`src/rtl/implant_decay_pixel_correlator_macros.svh`:
```
// assertion macros for the implant/decay pixel correlator
`ifndef IMPLANT_DECAY_PIXEL_CORRELATOR_MACROS_SVH
`define IMPLANT_DECAY_PIXEL_CORRELATOR_MACROS_SVH
`ifndef SYNTH
`define IDPC_ASSERT_IMPL(label, ante, cons) \
	label: assert property (@(posedge clk) disable iff (!arst_n) (ante) |-> (cons)) \
		else $error("implication check failed");
`define IDPC_ASSERT_NEXT(label, ante, cons) \
	label: assert property (@(posedge clk) disable iff (!arst_n) (ante) |=> (cons)) \
		else $error("next-cycle check failed");
`else
`define IDPC_ASSERT_IMPL(label, ante, cons)
`define IDPC_ASSERT_NEXT(label, ante, cons)
`endif
`endif

```
`src/rtl/idpc_pkg.sv`:
```
// shared types, constants and helpers of the pixel correlator
`timescale 1ns / 1ps
`default_nettype none
package idpc_pkg;
	localparam int STRIPS = 40;
	localparam int NEIGHBOUR_RADIUS = 1;
	localparam int PIXELS = STRIPS * STRIPS;
	localparam int ADDR_W = $clog2(PIXELS);
	localparam int SPAN = 2 * NEIGHBOUR_RADIUS + 1;
	localparam int OFS_W = $clog2(SPAN + 1);

	localparam logic [3:0] FLAG_NONE      = 4'd0;
	localparam logic [3:0] FLAG_BAD_PIXEL = 4'd1;
	localparam logic [3:0] FLAG_IMPLANT   = 4'd2;
	localparam logic [3:0] FLAG_DECAY     = 4'd3;
	localparam logic [3:0] FLAG_UNKNOWN   = 4'd4;
	localparam logic [3:0] FLAG_FRONT     = 4'd5;
	localparam logic [3:0] FLAG_BACK      = 4'd6;
	localparam logic [3:0] FLAG_REPEAT    = 4'd7;
	localparam logic [3:0] FLAG_BAD_IMP_T = 4'd8;
	localparam logic [3:0] FLAG_BAD_DEC_T = 4'd9;
	localparam logic [3:0] FLAG_SHORT_GAP = 4'd10;
	localparam logic [3:0] FLAG_CLEARED   = 4'd11;
	localparam logic [3:0] FLAG_PUNCH     = 4'd12;

	localparam logic REG_WINDOW  = 1'b0;
	localparam logic REG_MIN_GAP = 1'b1;

	typedef struct packed {
		logic               marked;
		logic [47:0]        tstamp;
		logic signed [48:0] gap;
		logic [63:0]        payload;
	} entry_t;

	typedef struct packed {
		logic load;
		logic clr_step;
		logic imp_rd;
		logic imp_wr;
		logic scan_step;
		logic finish;
	} ctrl_t;

	typedef struct packed {
		logic clr_req;
		logic clr_last;
		logic imp_go;
		logic dec_go;
		logic scan_last;
	} status_t;

	function automatic logic [ADDR_W-1:0] pix_addr(input logic [6:0] f, input logic [6:0] b);
		logic [ADDR_W-1:0] fa;
		logic [ADDR_W-1:0] ba;
		fa = ADDR_W'(f) - ADDR_W'(1);
		ba = ADDR_W'(b) - ADDR_W'(1);
		return ADDR_W'(ba * ADDR_W'(STRIPS)) + fa;
	endfunction
endpackage
`default_nettype wire

```
`src/rtl/idpc_ctrl.sv`:
```
// sequencer: clearing pass, implant read-modify-write and neighbourhood scan
`timescale 1ns / 1ps
`default_nettype none
`include "implant_decay_pixel_correlator_macros.svh"
module idpc_ctrl import idpc_pkg::*; (
	input  wire logic    clk,
	input  wire logic    arst_n,
	input  wire logic    start,
	output logic         busy,
	input  wire status_t stat,
	output ctrl_t        ctrl
);
	localparam logic [2:0] ST_IDLE     = 3'd0;
	localparam logic [2:0] ST_CLEAR    = 3'd1;
	localparam logic [2:0] ST_DISPATCH = 3'd2;
	localparam logic [2:0] ST_IMP_RD   = 3'd3;
	localparam logic [2:0] ST_IMP_WR   = 3'd4;
	localparam logic [2:0] ST_SCAN     = 3'd5;
	localparam logic [2:0] ST_SCAN_END = 3'd6;
	localparam logic [2:0] ST_RESULT   = 3'd7;

	logic [2:0] state_q, state_d;

	always_comb begin
		state_d = state_q;
		ctrl = '0;
		unique case (state_q)
			ST_IDLE: begin
				if (start) begin
					ctrl.load = 1'b1;
					state_d = ST_DISPATCH;
				end
			end
			ST_CLEAR: begin
				ctrl.clr_step = 1'b1;
				// the sweep after reset has no item to hand on
				if (stat.clr_last) state_d = stat.clr_req ? ST_DISPATCH : ST_IDLE;
			end
			ST_DISPATCH: begin
				if (stat.clr_req) state_d = ST_CLEAR;
				else if (stat.imp_go) state_d = ST_IMP_RD;
				else if (stat.dec_go) state_d = ST_SCAN;
				else state_d = ST_RESULT;
			end
			ST_IMP_RD: begin
				ctrl.imp_rd = 1'b1;
				state_d = ST_IMP_WR;
			end
			ST_IMP_WR: begin
				ctrl.imp_wr = 1'b1;
				state_d = ST_RESULT;
			end
			ST_SCAN: begin
				ctrl.scan_step = 1'b1;
				if (stat.scan_last) state_d = ST_SCAN_END;
			end
			ST_SCAN_END: begin
				state_d = ST_RESULT;
			end
			ST_RESULT: begin
				ctrl.finish = 1'b1;
				state_d = ST_IDLE;
			end
			default: begin
				state_d = ST_IDLE;
			end
		endcase
	end

	// reset enters the clearing pass; clr_req drops once the sweep has run
	always_ff @(posedge clk or negedge arst_n) begin
		if (!arst_n) state_q <= ST_CLEAR;
		else state_q <= state_d;
	end

	assign busy = (state_q != ST_IDLE);

	`IDPC_ASSERT_NEXT(a_finish_idle, ctrl.finish, state_q == ST_IDLE)
	`IDPC_ASSERT_NEXT(a_load_busy, ctrl.load, busy)
	`IDPC_ASSERT_NEXT(a_wr_after_rd, ctrl.imp_rd, ctrl.imp_wr)
	`IDPC_ASSERT_IMPL(a_one_mem_op, ctrl.clr_step, !ctrl.imp_wr && !ctrl.scan_step)
endmodule
`default_nettype wire

```
`config.mk`:
```
export PLATFORM = sky130hd
export DESIGN_NAME = idpc_ctrl
export DESIGN_NICKNAME = d
export VERILOG_FILES = /design/src/rtl/idpc_pkg.sv /design/src/rtl/idpc_ctrl.sv
export VERILOG_INCLUDE_DIRS = /design/src /design/src/rtl
export SDC_FILE = /design/constraint.sdc
export NUM_CORES = 1
export LEC_CHECK = 0
export ABC_AREA = 1
export BUFFER_PORTS_ARGS = -buffer_cell sky130_fd_sc_hd__buf_4
export CAP_MARGIN = 15
export CORE_AREA = 5 5 42 44
export CTS_CLUSTER_SIZE = 25
export DETAILED_ROUTE_END_ITERATION = 6
export DIE_AREA = 0 0 47 49
export GPL_TIMING_DRIVEN = 1
export PLACE_DENSITY_LB_ADDON = 0.1
export SLEW_MARGIN = 20
export SYNTH_ARGS = -nofsm -noshare
export SYNTH_HDL_FRONTEND = slang
export SYNTH_SLANG_ARGS = --single-unit
```
`constraint.sdc`:
```
create_clock -name clk -period 1.2 [get_ports clk]
set_input_delay 0.06 -clock clk [delete_from_list [all_inputs] [get_ports clk]]
set_output_delay 0.06 -clock clk [all_outputs]
set_load 0.01 [all_outputs]
```
==> flow_summary_export.csv <==
group,metric,value,unit
cells_and_area,final_nets,74,
synthesis,syn_area_per_cell,6.22,um2
timing,slew_viol_final,0,
timing,worst_pin_slew,0.202,ns
placement,dp_hpwl,563,um
cells_and_area,area_growth,119,%
floorplanning,dieWidth,47,um
cells_and_area,drive_above_1_share,61.5,%
setup_path,required,1.14,ns
routing,viasPerCell,4.10,
synthesis,netlist_instances,39,
timing,fmaxAchievable,818,MHz
setup_path,crit_type,"reg -> out",
floorplanning,die_y,49,um
placement,io_buffers,14,
global_route,grt_usage,8.82,%
clock_tree,cts_tree,"done",
cells_and_area,multiInputGateArea,164,um2
floorplanning,die-area,2300,um2
synthesis,synth_edf_count,0,
synthesis,synth.distinct_cells,14,
synthesis,ys_seq_elements,3,
routing,drtIter0Drc,4,
cells_and_area,fillers,153,
power,ir_worst_vdd,0.824,mV
synthesis,yosysWarningCount,0,
timing,period_minus_slack,1.22,ns
synthesis,synth_top_area_share,20.6,%
timing,max_slew_margin,86.5,%
setup_path,path_cells,"inv_2 -> nand2_4 -> nor2_2 -> buf_4",
timing,rsz0062_at_grt,"true",
synthesis,synth_ff_type,"dfrtp_1",
clock_tree,insertion_delay,0.24,ns
clock_tree,clkSlewWorstSetupHoldPaths,0.03,ns
power,p_leak,0.283,nW
floorplanning,ios,15,
timing,fin_crit_sh,102,%
synthesis,synth_fp_nets,47,
timing,fin_skew,0.00455,ns
timing,timing.hold.ws,0.118,ns
outcome,violations,"setup timing",
timing,worst_slack,-0.0223,ns
cells_and_area,regMostFlops,"state_q",
routing,wl_per_cell,10.1,um
global_route,grt_max_degree,6,
setup_path,worst-path-max-fanout,5,
setup_path,cpLargestDelayFamily,"flip-flops",
setup_path,path_buf_inv,2,
flow_run,drv_cap,0,
setup_path,endpoint_kind,"output port",
worst_hold_path,holdCritPathClass,"in -> reg",
power,p_total,0.00145,W
setup_path,start_kind,"register",
routing,vias,332,
synthesis,yosysMostFrequentCell,"nand2_1",
cells_and_area,finalNonFillerCells,81,
setup_path,critical_path_arrival,1.16,ns
clock_tree,cts_buffers,3,
global_route,antenna_found_initial,0,
placement,pre_cts_ws,0.0650,ns
setup_path,cpMaxStageDelayCell,"dfstp_2",
routing,drc,0,
clock_tree,clockBufferDepth,2,
clock_tree,htree_num_levels,1,
timing,finalSetupViolCount,3,
timing,hold_viol_final,0,
global_route,grt_pass1_vias,318,
placement,globalplace.congestion,0.687,
synthesis,synth_area,243,um2
clock_tree,cts_sinks,3,
global_route,grt_overflow_total,0,
floorplanning,rows,14,
cells_and_area,largest_registers,"state_q: 3 flops",
synthesis,yosys.area.top_type,"dfrtp_1",
synthesis,synth.area.top_cells,"dfrtp_1 (21%), nand2_1 (14%), dfstp_2 (11%)",
cells_and_area,insertedDiodeCount,0,
setup_path,reg2reg_setup_slack,0.04,ns
synthesis,ys_top_cells_by_count,"nand2_1 (9), inv_1 (7), nand3_1 (5), nor2_1 (5), inv_2 (3)",
routing,firstDrtPassIters,2,
power,power_density,2720,nW/um2
synthesis,async_flop_share,100,%
routing,wirelength,815,um
placement,dp.cells,68,
clock_tree,clockRootBuffer,"clkbuf_4",
setup_path,slowest_delay,0.60,ns
routing,drtAntennaViolNets,0,
cells_and_area,ff_latch_area,78.8,um2
floorplanning,initial_core_util,17.3,%
synthesis,synth-seq-area-share,31.4,%
outcome,status,"finished, violations left",
global_route,grt_pass1_wl,1390,um
floorplanning,core,1400,um2
cells_and_area,largest_reg_flops,3,
path summary, 6_finish.rpt:
| kind | start | end | depth (start not counted) |
|---|---|---|---|
| min in group asynchronous | arst_n | state_q[1]$_DFFE_PN0P_ | 2 |
| min | stat[2] | state_q[2]$_DFFE_PN0P_ | 4 |
| min reg2reg | state_q[0]$_DFFE_PN1P_ | state_q[2]$_DFFE_PN0P_ | 3 |
| max | state_q[0]$_DFFE_PN1P_ | ctrl[5] | 4 |
| max in group asynchronous | arst_n | state_q[0]$_DFFE_PN1P_ | 2 |
| max reg2reg | state_q[0]$_DFFE_PN1P_ | state_q[1]$_DFFE_PN0P_ | 5 |
per-layer routing:
layer | vias to the layer above | track usage, % | wire length [um]
met5 | - | 0 | 0
met4 | 0 | 9.68 | 46
met3 | 5 | 1.48 | 33
met2 | 13 | 11.8 | 384
met1 | 142 | 10.6 | 351
li1 | 172 | - | -
cell type report:
| class | count | area share (%) |
|---|---|---|
| clock buffer | 4 | 4.94 |
| inverter | 10 | 7.06 |
| sequential | 3 | 14.8 |
| timing repair buffer | 23 | 38.6 |
| tap | 16 | 3.76 |
| multi-input combinational | 25 | 30.8 |
stage by stage:
stage                     instance area (um2)  TNS [ns]  utilization (%)
after floorplan                           243         0                -
after global placement                    357         0             25.4
after detailed placement                  357         0             25.4
after CTS                                 445   -0.0901             31.8
after global routing                      532    -0.369             37.9
final                                     532   -0.0562             37.9
kinds of logic (layout without fill, tap and decap cells):
logic type	after synthesis	count (layout)	synth area share [%]
flip-flops	3	3	31.4
AND/OR/NAND/NOR	22	22	39.7
buffers and inverters	11	37	20.1
AO/OA/AOI/OAI	3	3	8.76
tightest hold or removal path, stage by stage:
cell      delay (ns)
buf_4           0.07
inv_1           0.04
nand2_1         0.05
o211ai_1        0.09
cells in the final DEF (no fill, tap or decap), drive strengths merged:
cell type / count
a21oi: 1
buf: 22
clkbuf: 4
dfrtp: 2
dfstp: 1
dlygate4sd3: 1
inv: 10
nand2: 9
nand3: 5
nand3b: 1
nor2: 6
nor3: 1
o2111ai: 1
o211ai: 1
report_power, final:
group | internal [W] | switching, W | total, W | leakage [nW]
combinational | 0.000528 | 0.000458 | 0.000986 | 0.235
sequential | 0.000179 | 0.0000969 | 0.000276 | 0.0323
clock | 0.000125 | 0.0000592 | 0.000184 | 0.0150
total | 0.000832 | 0.000614 | 0.00145 | 0.283
what timing repair did:
item / in CTS / in global routing
resized for setup: 11 / 12
hold endpoints to repair: 3 / 0
endpoints found under the setup margin: 6 / 8
buffers inserted: 3 / 5
cloned: 0 / 0
pin swaps: 2 / 4
hold buffers: 1 / 0
(Power assumes the default switching activity.)
